==> config.mk <==
export PLATFORM = sky130hd
export DESIGN_NAME = rmp_cell
export DESIGN_NICKNAME = d
export VERILOG_FILES = /design/src/hw/rtl/running_median_pop_defines.svh /design/src/hw/rtl/rmp_pkg.sv /design/src/hw/rtl/rmp_cell.sv
export SDC_FILE = /design/constraint.sdc
export NUM_CORES = 1
export LEC_CHECK = 0
export ABC_AREA = 1
export BUFFER_PORTS_ARGS = -buffer_cell sky130_fd_sc_hd__buf_4
export CORE_MARGIN = 4
export CORE_UTILIZATION = 41
export CTS_CLUSTER_SIZE = 20
export DETAILED_ROUTE_END_ITERATION = 8
export GPL_TIMING_DRIVEN = 0
export PLACE_DENSITY_LB_ADDON = 0.08
export SYNTH_ARGS = -nofsm -noshare
export SYNTH_HDL_FRONTEND = slang
export SYNTH_SLANG_ARGS = --single-unit
==> constraint.sdc <==
create_clock -name i_clk -period 3.5 [get_ports i_clk]
set_input_delay 0 -clock i_clk [delete_from_list [all_inputs] [get_ports i_clk]]
set_output_delay 0 -clock i_clk [all_outputs]
set_load 0.02 [all_outputs]
==> src/hw/rtl/running_median_pop_defines.svh <==
// Assertion helpers shared by the RTL files.
`ifndef RUNNING_MEDIAN_POP_DEFINES_SVH
`define RUNNING_MEDIAN_POP_DEFINES_SVH

// Check a consequence in the same cycle as its cause.
`define RMP_ASSERT_NOW(label, clk, rst_n, ante, cons) \
    label: assert property (@(posedge clk) disable iff (!(rst_n)) (ante) |-> (cons)) \
        else $error("running_median_pop: assertion failed");

// Check a consequence in the cycle after its cause.
`define RMP_ASSERT_NEXT(label, clk, rst_n, ante, cons) \
    label: assert property (@(posedge clk) disable iff (!(rst_n)) (ante) |=> (cons)) \
        else $error("running_median_pop: assertion failed");

`endif

==> src/hw/rtl/rmp_pkg.sv <==
package rmp_pkg;

    localparam int DEFAULT_CAPACITY = 64;
    localparam int VALUE_W          = 32;
    localparam int STATUS_W         = 2;
    localparam int GROUP_SIZE       = 8;

    typedef enum logic [STATUS_W-1:0] {
        ST_OK    = 2'd0,
        ST_EMPTY = 2'd1,
        ST_FULL  = 2'd2
    } t_status;

    typedef enum logic {
        MODE_INSERT = 1'b0,
        MODE_POP    = 1'b1
    } t_mode;

    typedef struct packed {
        logic                      ins_en;
        logic                      pop_en;
        logic signed [VALUE_W-1:0] value;
    } t_cell_cmd;

endpackage

==> src/hw/rtl/rmp_cell.sv <==
module rmp_cell
    import rmp_pkg::*;
#(
    parameter int IDX = 0,
    parameter int CW  = 7
) (
    input  logic                      i_clk,
    input  t_cell_cmd                 i_cmd,
    input  logic [CW-1:0]             i_count,
    input  logic [CW-1:0]             i_pos,
    input  logic                      i_prev_b,
    input  logic signed [VALUE_W-1:0] i_prev_val,
    input  logic signed [VALUE_W-1:0] i_next_val,
    output logic                      o_b,
    output logic signed [VALUE_W-1:0] o_val,
    output logic        [VALUE_W-1:0] o_med
);

    localparam logic [CW-1:0] MY_IDX = CW'(IDX);

    logic signed [VALUE_W-1:0] r_val;
    logic signed [VALUE_W-1:0] n_val;
    logic                      w_occ;

    assign w_occ = MY_IDX < i_count;
    assign o_b   = !w_occ || (r_val > i_cmd.value);
    assign o_val = r_val;
    assign o_med = (i_pos == MY_IDX) ? r_val : '0;

    always_comb begin
        n_val = r_val;
        if (i_cmd.ins_en && o_b) begin
            n_val = i_prev_b ? i_prev_val : i_cmd.value;
        end else if (i_cmd.pop_en && (MY_IDX >= i_pos)) begin
            n_val = i_next_val;
        end
    end

    always_ff @(posedge i_clk) begin
        r_val <= n_val;
    end

endmodule

* Yosys cells after proc, flatten, opt, wreduce, memory -nomap -nowiden
Index checks and enable logic that the tools add are counted.
** Word-level totals
- Output and inout port bits :: 65
- Bits in registers :: 32
- Input bits :: 114
** Cells by class
- Order comparisons :: 3
- Reduce and logical (&&, ||, !) cells :: 6
- Muxes and demuxes :: 4
** Operator list (count)
- $mux W32 :: 4
- $gt A32 B32 Y1 :: 1
- $ge A1 B7 Y1 const A :: 1
- $logic_not A7 Y1 :: 1
- $lt A1 B7 Y1 const A :: 1
- $logic_and A1 B1 Y1 :: 2
- $reduce_bool A2 Y1 :: 1
- $logic_not A1 Y1 :: 1
- $logic_or A1 B1 Y1 :: 1

* Depth between registers and ports, before layout
Gate-level depths: netlist of the first run.
- Depth in word-level cells :: 5
- Gate-level depth with buffers :: 20

* Worst setup path after synthesis of the first run
No wires, ideal clock.
- Path type :: flip-flop to flip-flop
- From :: reg r_val[31] (netlist: o_val[31])
- To :: reg r_val[0] (netlist: o_val[0]) (enable)
- Setup time :: 389 ps
- Arrival time :: 2581 ps
- Setup slack :: 530 ps
- Stages on the path, launching flop included :: 13
- Buffers on the path :: 1
- Path through :: edfxtp_1 > ha_1 > nand2_1 > nor2_2 > nand2_1 > nor3b_2 > nand2_1 > nand3_1 > nand3_2 > nand2_4 > nand2_4 > buf_6 > nand2_1
** On the way
- Word-level cells in the longest chain between the ends :: 4
** Ends and longest elaborated chain
- start: declaration :: line rmp_cell.sv:21 : logic signed [VALUE_W-1:0] r_val;
- start signal: assignment :: line rmp_cell.sv:40 : r_val <= n_val;
- $gt A32 B32 Y1 :: line rmp_cell.sv:26 : assign o_b = !w_occ || (r_val > i_cmd.value);
- $logic_or A1 B1 Y1 :: line rmp_cell.sv:26
- $logic_and A1 B1 Y1 :: line rmp_cell.sv:32 : if (i_cmd.ins_en && o_b) begin
- $reduce_bool A2 Y1 (no source line)
No other way between the ends.
A chain may end at the register's enable or synchronous reset.

* Worst setup path after layout of the first run
- From :: reg r_val[31] (netlist: o_val[31])
- To :: reg r_val[12] (netlist: o_val[12]) (enable)
Same word-level chain as after synthesis.

==> metrics list, run 1 <==
- The number of global-route vias before repair came to approximately 3500.
* Warnings, synthesis: 0
* Pleak: 2.652 nW
* Post-CTS Resized: 0
* Antenna violations before repair: 0
- Startpoint of the most critical register-to-register path: o_val[31]
- Post-layout power: 0.001670 W
- In this run the number of H-tree levels came out at 2.
- In this run, distinct cell masters in the synthesized netlist total 21.
* Routed wire length per instance: around 14 um
- Across all register-to-register paths, the minimum setup slack is 0.41 ns.
* Clk root buf: sky130_fd_sc_hd__clkbuf_8
* Count of unresolved DRC violations after routing: 0
- CTS tree: done
- Area added between synthesis and finish: 62.56%
- In the final routing, the length of wire on met1 measures 4099 um.
* Wire length of the first global-routing pass: 16740 um
* Layout cell share with drive strength beyond 1: between 30% and 40%
- Once routing completed, OpenROAD measured the worst setup slack at approximately 0.41 ns.
- Routability-driven placement finished with a final weighted congestion of 0.8118.
* Detailed Route WL: roughly 10000 um
* Share of the clock period used by the worst path: about nine tenths
- Required time at the worst-slack endpoint: approximately 3.4 ns
- For the pin with the worst max-slew slack, the measured transition is 0.8899 ns.
* Total vias in the final route: 3520
* Power per cell area: 350.9 mW/mm^2
- 0 antenna diodes ended up in the layout.
* Result of the run: finished clean
- Across every metal layer, demand over resource in global routing totals between 20% and 30%.
- sky130_fd_sc_hd__nand2_1 is the most common cell in the netlist.
- Number of cells on the worst hold path: 3
* Clock buffer count from CTS: 5
- Iteration-0 DRC Markers: about 140
* Finish-stage setup viols: 0
- Critical Path Source Type: register
- Post-layout min period: around 3 ns
* Global route total overflow: 0
- Clock sink total: 32
- After the last flow step, the layout net total stands at roughly 790.
- Static timing analysis puts the maximum clock frequency at roughly 0.32 GHz.
* Placement Setup Slack: roughly 0.40 ns
- The path with the worst hold slack has its endpoint at o_val[21].
* Cell type with the highest aggregate area in the netlist: sky130_fd_sc_hd__edfxtp_1
- Worst Clk Skew: approximately 0.012 ns
- Measured in cells, the most critical reg-to-reg path has a length of 12.
- Sorting the synthesized cells by area gives the leading types as sky130_fd_sc_hd__edfxtp_1 33%, sky130_fd_sc_hd__nand2_1 17%, sky130_fd_sc_hd__ha_1 14%.
* Top routing layer used: met4
- By area, the combinational part of the netlist is dominated by simple AND/OR/NAND/NOR gates.
- The register with the most flip-flops in the layout has 32 of them.
- For the worst-skew pair, the clock arrives at the later sink with an insertion delay of 0.29 ns.
- Min-delay src: i_next_val[21]
- Number of maximum-capacitance violations: 0
* Horizontal extent of the die: 92.51 um
* Vertical die dimension: 92.51 um
- Final hold analysis gives a worst-case slack of between 0.015 and 0.02 ns.
- The worst hold path belongs to the class in2reg.
* Clock-pin transition on the worst setup and hold timing paths: roughly 0.070 ns
- In this run, synthesis produced a sequential element count of 32.
- The mapped netlist covers 0.002928 sq mm.
* Routed wl met2: about 5300 um
- Reg2reg end: o_val[12]
- In this run, synthesis inferred 32 flip-flops with an integrated enable.
* Share of synthesized flip-flops with an asynchronous set or reset: 0%
* Proportion of synthesized area in mux cells: 0.3846%
- After Yosys synthesis, and, or, nand and nor cells account for a little over 30% of the synthesized area.
- RSZ-0062 raised after global routing: false
* Die Area: roughly 0.0086 sq mm
* Top cells by instance count after synthesis: 131 x sky130_fd_sc_hd__nand2_1, 72 x sky130_fd_sc_hd__inv_1, 39 x sky130_fd_sc_hd__nor2_1
- The final-report hold violation count is 0.
* Primary flip-flop cell chosen by synthesis mapping: sky130_fd_sc_hd__edfxtp_1
- Buffers placed on the I/O ports in this run total about 180.
- Type of the worst setup path: reg2reg
- For the worst setup path, the data arrival time is ~3 ns.
- Arithmetic-cell share of the synthesized area counting full adders, half adders and majority gates: about 14%
* Area inside the core boundary: between 0.006 and 0.007 sq mm
- For this design the top-level I/O count stands at about 180.
- IR analysis of the VDD net gives a maximum drop of about 0.32 mV.
* Worst slew slack as a fraction of its limit: 40.46%
* Largest driver fanout on the critical path: 32
* Nets in the synthesized netlist: between 500 and 600
- Summing the sequential cell areas from Yosys gives about a third of the chip area.
- # rows: 30
- The initial utilization of the core area, before any placement, comes to roughly 43%.
- In this run the mean area of a mapped cell was around 7 sq um.
- Pin count of the biggest net entering global routing: 33
* Synth Area in XOR/XNOR: 0%
* First-pass DRT Iterations: 6
- Compound-Gate Fraction of Synth Area: under 10%
- Yosys top cell area share: around a third
* Number of antenna-violating nets in the routed design: 0
* Routed wl met3: ~1000 um
* CTS Buffer Depth: 2
- The number of slew-limit violations in the final report came to 0.
* Routed vias/inst: roughly 4.8
* CP Capture Type: register
* Synthesized netlist cell count: 426
- Post-DP HPWL: a little under 8000 um
## metrics by stage
| stage | TNS [ns] | area (sq um) | std cells | util, % |
|---|---|---|---|---|
| 5_1_grt | 0 | 4760 | 736 | 69.29 |
| 3_5_place_dp | 0 | 4372 | 698 | 63.64 |
| 4_1_cts | 0 | 4760 | 736 | 69.29 |
| 6_report | 0 | 4760 | 736 | 69.29 |
| 3_3_place_gp | -1.570 | 4369 | 698 | 63.61 |
| 2_1_floorplan | 0 | 2928 | 426 | - |
## worst max-delay path by stage
stage               startpoint        end  slack (ns)
global route         o_val[31]  o_val[12]        0.22
finish               o_val[31]  o_val[12]        0.41
global placement     o_val[31]  o_val[19]       -0.05
CTS                  o_val[31]  o_val[12]        0.39
floorplan            o_val[31]   o_val[0]        0.53
detailed placement   o_val[31]  o_val[17]        0.40
## critical path, stage by stage (launching register included)
cell                       delay [ns]
sky130_fd_sc_hd__edfxtp_1        0.43
sky130_fd_sc_hd__ha_1            0.38
sky130_fd_sc_hd__nand2_1         0.10
sky130_fd_sc_hd__nor2_2          0.13
sky130_fd_sc_hd__nand2_1         0.11
sky130_fd_sc_hd__nor3b_2         0.24
sky130_fd_sc_hd__nand2_1         0.10
sky130_fd_sc_hd__nand3_1         0.09
sky130_fd_sc_hd__nand3_2         0.09
sky130_fd_sc_hd__nand2_4         0.11
sky130_fd_sc_hd__nand2_4         0.09
sky130_fd_sc_hd__buf_6           0.17
sky130_fd_sc_hd__nand2_2         0.65
## what timing repair did
action                     CTS  global route
hold endpoints to repair    31             0
setup buffers                0             0
hold buffers                31             0
setup endpoints to repair    0             0
## layout by cell type (no fill, tap or decap), types with 15 or more instances in the layout
cell and count:
sky130_fd_sc_hd__buf_4 179, sky130_fd_sc_hd__nand2_1 130, sky130_fd_sc_hd__inv_1 72, sky130_fd_sc_hd__nor2_1 39
sky130_fd_sc_hd__nand3_1 35, sky130_fd_sc_hd__o21ai_0 34, sky130_fd_sc_hd__ha_1 32, sky130_fd_sc_hd__edfxtp_1 32
sky130_fd_sc_hd__dlygate4sd3_1 31, sky130_fd_sc_hd__clkbuf_1 15
## area by class of cell
| cell class | count | area (sq um) |
|---|---|---|
| multi-input combinational | 302 | 1590 |
| fill | 588 | 2110 |
| timing repair buffer | 207 | 1632 |
| inverter | 72 | 270.3 |
| clock buffer | 6 | 72.57 |
| sequential | 32 | 960.9 |
| tap | 96 | 120.1 |
| buffer | 20 | 108.9 |
| clock inverter | 1 | 5.005 |
## layer usage
layer  global-route usage [%]  vias to the layer above
met1                    30.25                     1591
met5                        0                        -
met4                    4.703                        0
met3                    5.118                        2
li1                         -                     1782
met2                    42.90                      145
## report_power, final
group	internal, W	switching [W]
Combinational	0.000352	0.000450
Clock	0.000135	0.000148
Sequential	0.000528	0.0000558
Total	0.00102	0.000654
## kinds of logic after synthesis
group	after synthesis
muxes	1
DFF	32
buffers and inverters	92
AOI/OAI and AO/OA	52
adders and majority gates	32
and+or+nand+nor	217
(Power assumes the default switching activity.)
==> run 2: changes to the inputs <==
RECOVER_POWER = 100   (was default)
==> metrics list, run 2 (same netlist as run 1, synthesis figures left out) <==
- Post-layout min period: 3.129 ns (was 3.090 ns)
- Share of the clock period used by the worst path: 89.41% (was 88.28%)
* Detailed Route WL: 10410 um (was 10440 um)
- The final count of negative-setup-slack endpoints came to 0 (unchanged).
* CP Capture Type: register (unchanged)
* Type of the worst setup path: reg2reg (unchanged)
* Tightest Hold Check Type: in2reg (unchanged)
- The number of slew-limit violations in the final report was 0 (unchanged).
- The startpoint of the most critical register-to-register path is o_val[31] (unchanged).
* Tot GR Track Use: 24.18% (unchanged)
- The setup slack after placement came to 0.3995 ns (unchanged).
- Vertical die dimension: 92.51 um (unchanged)
* Number of hold violations in the final report: 0 (unchanged)
- Worst slew slack as a fraction of its limit: 43.79% (was 40.46%)
- Power Internal: 0.0009539 W (was 0.001016 W)
- The number of buffers between clock root and the deepest sink was 2 (unchanged).
- The actual slew at the worst max-slew pin is 0.8402 ns (was 0.8899 ns).
* Final Non-Filler Cells: 736 (unchanged)
- The top-level port count is 179 (unchanged).
* Port buffer count: 176 (unchanged)
- Max reg flops: 32 (unchanged)
* Clock buffer count from CTS: 5 (unchanged)
- The fraction of power consumed by sequential logic was 36.3% (was 35.0%).
- Switching Share: 40.58% (was 39.15%)
* Final total negative setup slack: 0 ns (unchanged)
- The origin of the worst min-delay path is i_next_val[21] (unchanged).
- The worst flop-to-flop path endpoint was o_val[12] (unchanged).
- The power per unit of standard cell area is 357.1 mW/mm^2 (was 350.9 mW/mm^2).
- Highest-count cells in the layout ignoring fill and taps: 130 x sky130_fd_sc_hd__nand2_1, 114 x sky130_fd_sc_hd__buf_4, 82 x sky130_fd_sc_hd__clkbuf_1 (was 179 x sky130_fd_sc_hd__buf_4, 130 x sky130_fd_sc_hd__nand2_1, 72 x sky130_fd_sc_hd__inv_1).
- RSZ-0062 raised after global routing: false (unchanged).
* CTS tree: done (unchanged)
* Result of the run: finished clean (unchanged)
- Worst Clk Skew: 0.01322 ns (was 0.01228 ns)
* H-tree Lvls: 2 (unchanged)
* Clk root buf: sky130_fd_sc_hd__clkbuf_8 (unchanged)
- The final HPWL from detailed placement is 7771 um (unchanged).
- The utilization after layout came to 65.45% (was 69.29%).
- Count of unresolved DRC violations after routing: 0 (unchanged)
- Pin count of the biggest net entering global routing: 33 (unchanged)
- The width of the chip was 92.51 um (unchanged).
- The final critical-path setup slack was 0.3706 ns (was 0.4100 ns).
* Net load switching power: 0.0006515 W (was 0.0006538 W)
- Worst path arrival time: 3.04 ns (was 3.00 ns)
- Cell mode on critical path: sky130_fd_sc_hd__nand2_1 (unchanged)
- The clock transition time at the flip-flop clock pins of the worst setup and hold paths is 0.07 ns (about the same).
* Total vias in the final route: 3534 (was 3520)
* First-pass DRT Iterations: 4 (was 6)
* Cell with the biggest individual delay on the critical path: sky130_fd_sc_hd__nand2_2 (unchanged)
- Number of cells after detailed placement: 698 (unchanged)
- Comb power frac: 45.8% (was 48.0%)
- The share of cells above drive strength 1 came to 19.84% (was 30.47%).
* Wire length of the first global-routing pass: 16740 um (unchanged)
- Routed wire length per instance: 14.14 um (was 14.18 um)
- The count of cells along the worst hold path came to 3 (unchanged).
* Antenna violations before repair: 0 (unchanged)
- Initial standard-cell utilization of the core: 42.62% (unchanged)
* Routed vias/inst: 4.802 (was 4.783)
* Worst R2R Path Depth: 12 (unchanged)
* Delay of the slowest cell on the worst path: 0.62 ns (was 0.65 ns)
- RD Place Congestion: 0.8118 (unchanged)
* Area added between synthesis and finish: 53.55% (was 62.56%)
- Largest driver fanout on the critical path: 32 (unchanged)
- Global route total overflow: 0 (unchanged)
* # rows: 30 (unchanged)
- The number of global-route vias before repair is 3530 (unchanged).
- The register-to-register setup slack was 0.37 ns (was 0.41 ns).
- Ordered cell list for the critical path: ha_1 -> nand2_1 -> nor2_2 -> nand2_1 -> nor3b_1 -> nand2_1 -> nand3_1 -> nand3_2 -> nand2_4 -> nand2_4 -> buf_6 -> nand2_2 (was ha_1 -> nand2_1 -> nor2_2 -> nand2_1 -> nor3b_2 -> nand2_1 -> nand3_1 -> nand3_2 -> nand2_4 -> nand2_4 -> buf_6 -> nand2_2).
- The clock network fraction of design power came to 17.8% (was 17.0%).
* Most common cell after layout, fill and taps aside: sky130_fd_sc_hd__nand2_1 (was sky130_fd_sc_hd__buf_4)
- Pleak: 2.385 nW (was 2.652 nW)
- The initial detailed-routing violation count came to 113 (was 135).
- The dominant delay contributor by cell family on the critical path was simple AND/OR/NAND/NOR gates (unchanged).
- The buffering stage count on the worst path with inverters included is 1 (unchanged).
- Number of maximum-capacitance violations: 0 (unchanged)
- The antenna cell count came to 0 (unchanged).
- The die area is 0.008557 sq mm (unchanged).
- Critical Path Source Type: register (unchanged)
* Achievable frequency: 0.3195 GHz (was 0.3236 GHz)
- End point of the most critical hold path: o_val[21] (unchanged)
- Setup fix buffers added after clock tree synthesis: 0 (unchanged)
* Area inside the core boundary: 0.006869 sq mm (unchanged)
- Clock sink total: 32 (unchanged)
- The net count of the finished layout is 786 (unchanged).
* Number of antenna-violating nets in the routed design: 0 (unchanged)
- Fill cells: 669 (was 588)
- The data required time of the worst path came to 3.41 ns (about the same).
* Clock latency of the later-clocked register in the worst-skew pair: 0.29 ns (about the same)
- The worst supply voltage drop on vdd is 0.2999 mV (was 0.3161 mV).
-- run 2: changes by cell type in the layout (fill, tap and decap cells not counted) --
cell                       before  now
sky130_fd_sc_hd__buf_6          3    1
sky130_fd_sc_hd__buf_4        179  114
sky130_fd_sc_hd__nor3b_1        0    1
sky130_fd_sc_hd__clkbuf_1      15   82
sky130_fd_sc_hd__nor3b_2        1    0
-- run 2: stage by stage --
stage | hold WS, ns | total power, W | instance area [sq um]
3_5_place_dp | 0.2676 | 0.001363 | 4372
5_1_grt | 0.02156 | 0.001731 | 4496
6_report | 0.007156 | 0.001605 | 4496
4_1_cts | 0.002937 | 0.001677 | 4760
2_1_floorplan | 0.1786 | 0.001039 | 2928
3_3_place_gp | 0.2625 | 0.001344 | 4369
-- run 2: power groups by stage --
stage	registers (W)	clock network [W]	logic, W
after detailed placement	0.000592	0	0.000771
after CTS	0.000584	0.000290	0.000803
after floorplan	0.000660	0	0.000379
final	0.000583	0.000286	0.000736
after global routing	0.000592	0.000308	0.000831
after global placement	0.000592	0	0.000752
-- run 2: cell type report --
cell class | instances | area, sq um | share of cell area [%]
clock buffers | 6 | 72.57 | 1.614
flip-flops and latches | 32 | 960.9 | 21.37
multi-input cells | 302 | 1585 | 35.26
plain buffers | 20 | 90.09 | 2.004
well taps | 96 | 120.1 | 2.672
repair buffers | 207 | 1391 | 30.95
clock inverters | 1 | 5.005 | 0.1113
inverters | 72 | 270.3 | 6.012
-- run 2: worst max path at each step --
stage	startpoint	cells past startpoint	to	slack, ns
floorplan	o_val[31]	12	o_val[0]	0.53
global placement	o_val[31]	12	o_val[19]	-0.05
detailed placement	o_val[31]	12	o_val[17]	0.40
CTS	o_val[31]	12	o_val[12]	0.39
global route	o_val[31]	12	o_val[12]	0.14
finish	o_val[31]	12	o_val[12]	0.37
-- run 2: worst register-to-register path, cell delays in order, from the launching register on --
cell and delay, ns:
sky130_fd_sc_hd__edfxtp_1 0.43, sky130_fd_sc_hd__ha_1 0.38, sky130_fd_sc_hd__nand2_1 0.10, sky130_fd_sc_hd__nor2_2 0.13
sky130_fd_sc_hd__nand2_1 0.10, sky130_fd_sc_hd__nor3b_1 0.31, sky130_fd_sc_hd__nand2_1 0.12, sky130_fd_sc_hd__nand3_1 0.10
sky130_fd_sc_hd__nand3_2 0.09, sky130_fd_sc_hd__nand2_4 0.11, sky130_fd_sc_hd__nand2_4 0.08, sky130_fd_sc_hd__buf_6 0.16
sky130_fd_sc_hd__nand2_2 0.62
-- run 2: what timing repair did --
action,CTS,global route
gates resized for setup,0,0
setup endpoints to repair,0,0
hold endpoints to repair,31,0
hold buffers,31,0
-- run 2: layer usage --
| layer | routed length (um) | vias to the layer above | track usage (%) |
|---|---|---|---|
| li1 | - | 1781 | - |
| met1 | 4340 | 1613 | 30.25 |
| met2 | 5181 | 133 | 42.90 |
| met3 | 811 | 7 | 5.118 |
| met4 | 74 | 0 | 4.703 |
| met5 | 0 | - | 0 |
==> run 3: changes to the inputs <==
clock period = 3.6 ns   (was 3.5 ns; I/O delays follow)
==> metrics list, run 3 (same netlist as run 1, synthesis figures left out) <==
* Post-DP HPWL: 7771 um (unchanged)
* First-pass DRT Iterations: 4 (unchanged)
- Finish-stage setup viols: 0 (unchanged)
- The number of buffer cells added on primary ports is 176 (unchanged).
- Hold Slack: -0.0005421 ns (was 0.007156 ns)
- The clock network fraction of design power was 17.8% (about the same).
* Highest-count cells in the layout ignoring fill and taps: 130 x sky130_fd_sc_hd__nand2_1, 112 x sky130_fd_sc_hd__buf_4, 83 x sky130_fd_sc_hd__clkbuf_1 (was 130 x sky130_fd_sc_hd__nand2_1, 114 x sky130_fd_sc_hd__buf_4, 82 x sky130_fd_sc_hd__clkbuf_1)
- The post-route clock period utilization came to 88.42% (was 89.41%).
* Achievable frequency: 0.3142 GHz (was 0.3195 GHz)
- The startpoint of the most critical register-to-register path is o_val[31] (unchanged).
* Fill cells: 672 (was 669)
* Power Internal: 0.0009230 W (was 0.0009539 W)
- The count of vias placed by the detailed router is 3566 (was 3534).
- The placed cell count was 698 (unchanged).
- Placement Setup Slack: 0.4995 ns (was 0.3995 ns)
* Clock-pin transition on the worst setup and hold timing paths: 0.07 ns (about the same)
- The worst supply voltage drop on vdd came to 0.2885 mV (was 0.2999 mV).
- The initial detailed-routing violation count was 133 (was 113).
* ANT cells: 0 (unchanged)
* Largest driver fanout on the critical path: 32 (unchanged)
- The standby leakage power was 2.378 nW (was 2.385 nW).
- CTS Buffer Depth: 2 (unchanged)
- The actual slew at the worst max-slew pin was 0.8306 ns (was 0.8402 ns).
- The final-report hold violation count was 1 (was 0).
- The portion of total power attributed to combinational logic is 45.7% (was 45.8%).
- The initial core utilization was 42.62% (unchanged).
- The overflow left after global routing is 0 (unchanged).
* Wire length of the first global-routing pass: 16740 um (unchanged)
- Number of antenna-violating nets in the routed design: 0 (unchanged)
* RD Place Congestion: 0.8118 (unchanged)
* Post-Place Cell Area: 0.004372 sq mm (unchanged)
- Detailed Route WL: 10460 um (was 10410 um)
- The clock tree from TritonCTS was done (unchanged).
- Design Area, Final: 0.004488 sq mm (was 0.004496 sq mm)
* # rows: 30 (unchanged)
- The number of H-tree branching levels was 2 (unchanged).
* Number of maximum-capacitance violations: 0 (unchanged)
* Max reg flops: 32 (unchanged)
- Cell mode on critical path: sky130_fd_sc_hd__nand2_1 (unchanged)
- Required time at the worst-slack endpoint: 3.51 ns (was 3.41 ns)
* Via count of the first global-routing pass: 3530 (unchanged)
- The detailed-routing wirelength on met1 is 4199 um (was 4340 um).
- The placeable core area is 0.006869 sq mm (unchanged).
- Routed wl met3: 934 um (was 811 um)
- The die area was 0.008557 sq mm (unchanged).
* Setup fix buffers added after clock tree synthesis: 0 (unchanged)
- Reg2reg end: o_val[12] (unchanged)
* Horizontal extent of the die: 92.51 um (unchanged)
- The dominant delay contributor by cell family on the critical path is simple AND/OR/NAND/NOR gates (unchanged).
* Tightest Hold Check Type: in2reg (unchanged)
- Tot GR Track Use: 24.18% (unchanged)
* Routed wire length per instance: 14.21 um (was 14.14 um)
* RSZ-0062 raised after global routing: false (unchanged)
- The initial antenna violation count came to 0 (unchanged).
* Post-CTS Resized: 0 (unchanged)
- The total length of routed met2 wires is 5251 um (was 5181 um).
- Final slew viol count: 0 (unchanged)
- The highest metal layer used by the detailed router is met4 (unchanged).
* Flop pwr share: 36.5% (was 36.3%)
- The residual DRC count is 0 (unchanged).
- Ordered cell list for the critical path: ha_1 -> nand2_1 -> nor2_1 -> nand2_1 -> nor3b_1 -> nand2_1 -> nand3_1 -> nand3_1 -> nand2_4 -> nand2_4 -> buf_6 -> nand2_2 (was ha_1 -> nand2_1 -> nor2_2 -> nand2_1 -> nor3b_1 -> nand2_1 -> nand3_1 -> nand3_2 -> nand2_4 -> nand2_4 -> buf_6 -> nand2_2).
- Clock buffer count from CTS: 5 (unchanged)
- Worst path arrival time: 3.09 ns (was 3.04 ns)
- The most common cell after layout, fill and taps aside is sky130_fd_sc_hd__nand2_1 (unchanged).
* End point of the most critical hold path: o_val[21] (unchanged)
- Power per cell area: 346.2 mW/mm^2 (was 357.1 mW/mm^2)
- Layout cell share with drive strength beyond 1: 19.38% (was 19.84%)
- The final reports fail on negative hold slack.
- The net count of the finished layout came to 786 (unchanged).
- The buffering stage count on the worst path with inverters included is 1 (unchanged).
- The final non-filler cell total is 736 (unchanged).
* Net load switching power: 0.0006306 W (was 0.0006515 W)
* Critical Path Source Type: register (unchanged)
* Pin count of the biggest net entering global routing: 33 (unchanged)
- Switching Share: 40.59% (was 40.58%)
- Post-layout min period: 3.183 ns (was 3.129 ns)
- Vertical die dimension: 92.51 um (unchanged)
* Clock latency of the later-clocked register in the worst-skew pair: 0.29 ns (about the same)
- The path depth of the worst reg2reg path came to 12 (unchanged).
- Number of cells on the worst hold path: 3 (unchanged)
- Worst Clk Skew: 0.01475 ns (was 0.01322 ns)
* Delay of the slowest cell on the worst path: 0.61 ns (was 0.62 ns)
- Final total negative setup slack: 0 ns (unchanged)
- Worst slew slack as a fraction of its limit: 44.43% (was 43.79%)
- Min-delay src: i_next_val[21] (unchanged)
* Clock sink total: 32 (unchanged)
- Result of the run: finished with violations (was finished clean).
- Area added between synthesis and finish: 53.29% (was 53.55%)
* I/O pins: 179 (unchanged)
* Setup ws final: 0.4171 ns (was 0.3706 ns)
- Worst reg2reg setup slack: 0.42 ns (was 0.37 ns)
* Routed vias/inst: 4.845 (was 4.802)
- The type of destination of the critical path is a register (unchanged).
* Cell with the biggest individual delay on the critical path: sky130_fd_sc_hd__nand2_2 (unchanged)
- The cell at the root of the clock tree is sky130_fd_sc_hd__clkbuf_8 (unchanged).
- The kind of critical path is reg2reg (unchanged).
run 3: cell count changes in the layout (fill, tap and decap cells not counted), sizes merged:
| cell | previous run | this run |
|---|---|---|
| buf | 115 | 114 |
| clkbuf | 87 | 88 |
run 3: layer usage:
layer | up-vias | GRT usage (%)
met3 | 7 | 5.118
met1 | 1621 | 30.25
met2 | 154 | 42.90
li1 | 1784 | -
met5 | - | 0
met4 | 0 | 4.703
run 3: worst max-delay path by stage:
stage	startpoint	end	cells past startpoint	slack, ns
finish	o_val[31]	o_val[12]	12	0.42
global route	o_val[31]	o_val[12]	12	0.18
CTS	o_val[31]	o_val[12]	12	0.49
detailed placement	o_val[31]	o_val[17]	12	0.50
global placement	o_val[31]	o_val[19]	12	0.05
floorplan	o_val[31]	o_val[0]	12	0.63
run 3: metrics by stage:
stage	util [%]	hold WS, ns	power (W)
floorplan	-	0.1786	0.001010
global placement	63.61	0.2625	0.001307
detailed placement	63.64	0.2676	0.001325
CTS	69.29	0.002937	0.001631
global route	65.34	0.02156	0.001678
finish	65.34	-0.0005421	0.001554
run 3: cell type report:
cell class	count	area [sq um]	area share, %
clock buffer	6	72.57	1.617
tap	96	120.1	2.676
clock inverter	1	5.005	0.1115
sequential	32	960.9	21.41
buffer	20	93.84	2.091
timing repair buffer	207	1388	30.92
multi-input combinational	302	1578	35.15
inverter	72	270.3	6.022
run 3: repair_timing:
action,4_1_cts,5_1_grt
endpoints found under the setup margin,0,0
endpoints found under the hold margin,31,0
hold buffers,31,0
run 3: worst min-delay path, delay by kind of cell:
family,cells,cell delay (ns)
simple gates,2,0.10
buf+inv,1,0.08
run 3: power groups by stage:
| stage | clock network (W) | registers (W) | logic, W |
|---|---|---|---|
| 2_1_floorplan | 0 | 0.000642 | 0.000368 |
| 3_3_place_gp | 0 | 0.000575 | 0.000731 |
| 3_5_place_dp | 0 | 0.000576 | 0.000750 |
| 4_1_cts | 0.000282 | 0.000568 | 0.000780 |
| 5_1_grt | 0.000300 | 0.000576 | 0.000802 |
| 6_report | 0.000276 | 0.000567 | 0.000711 |
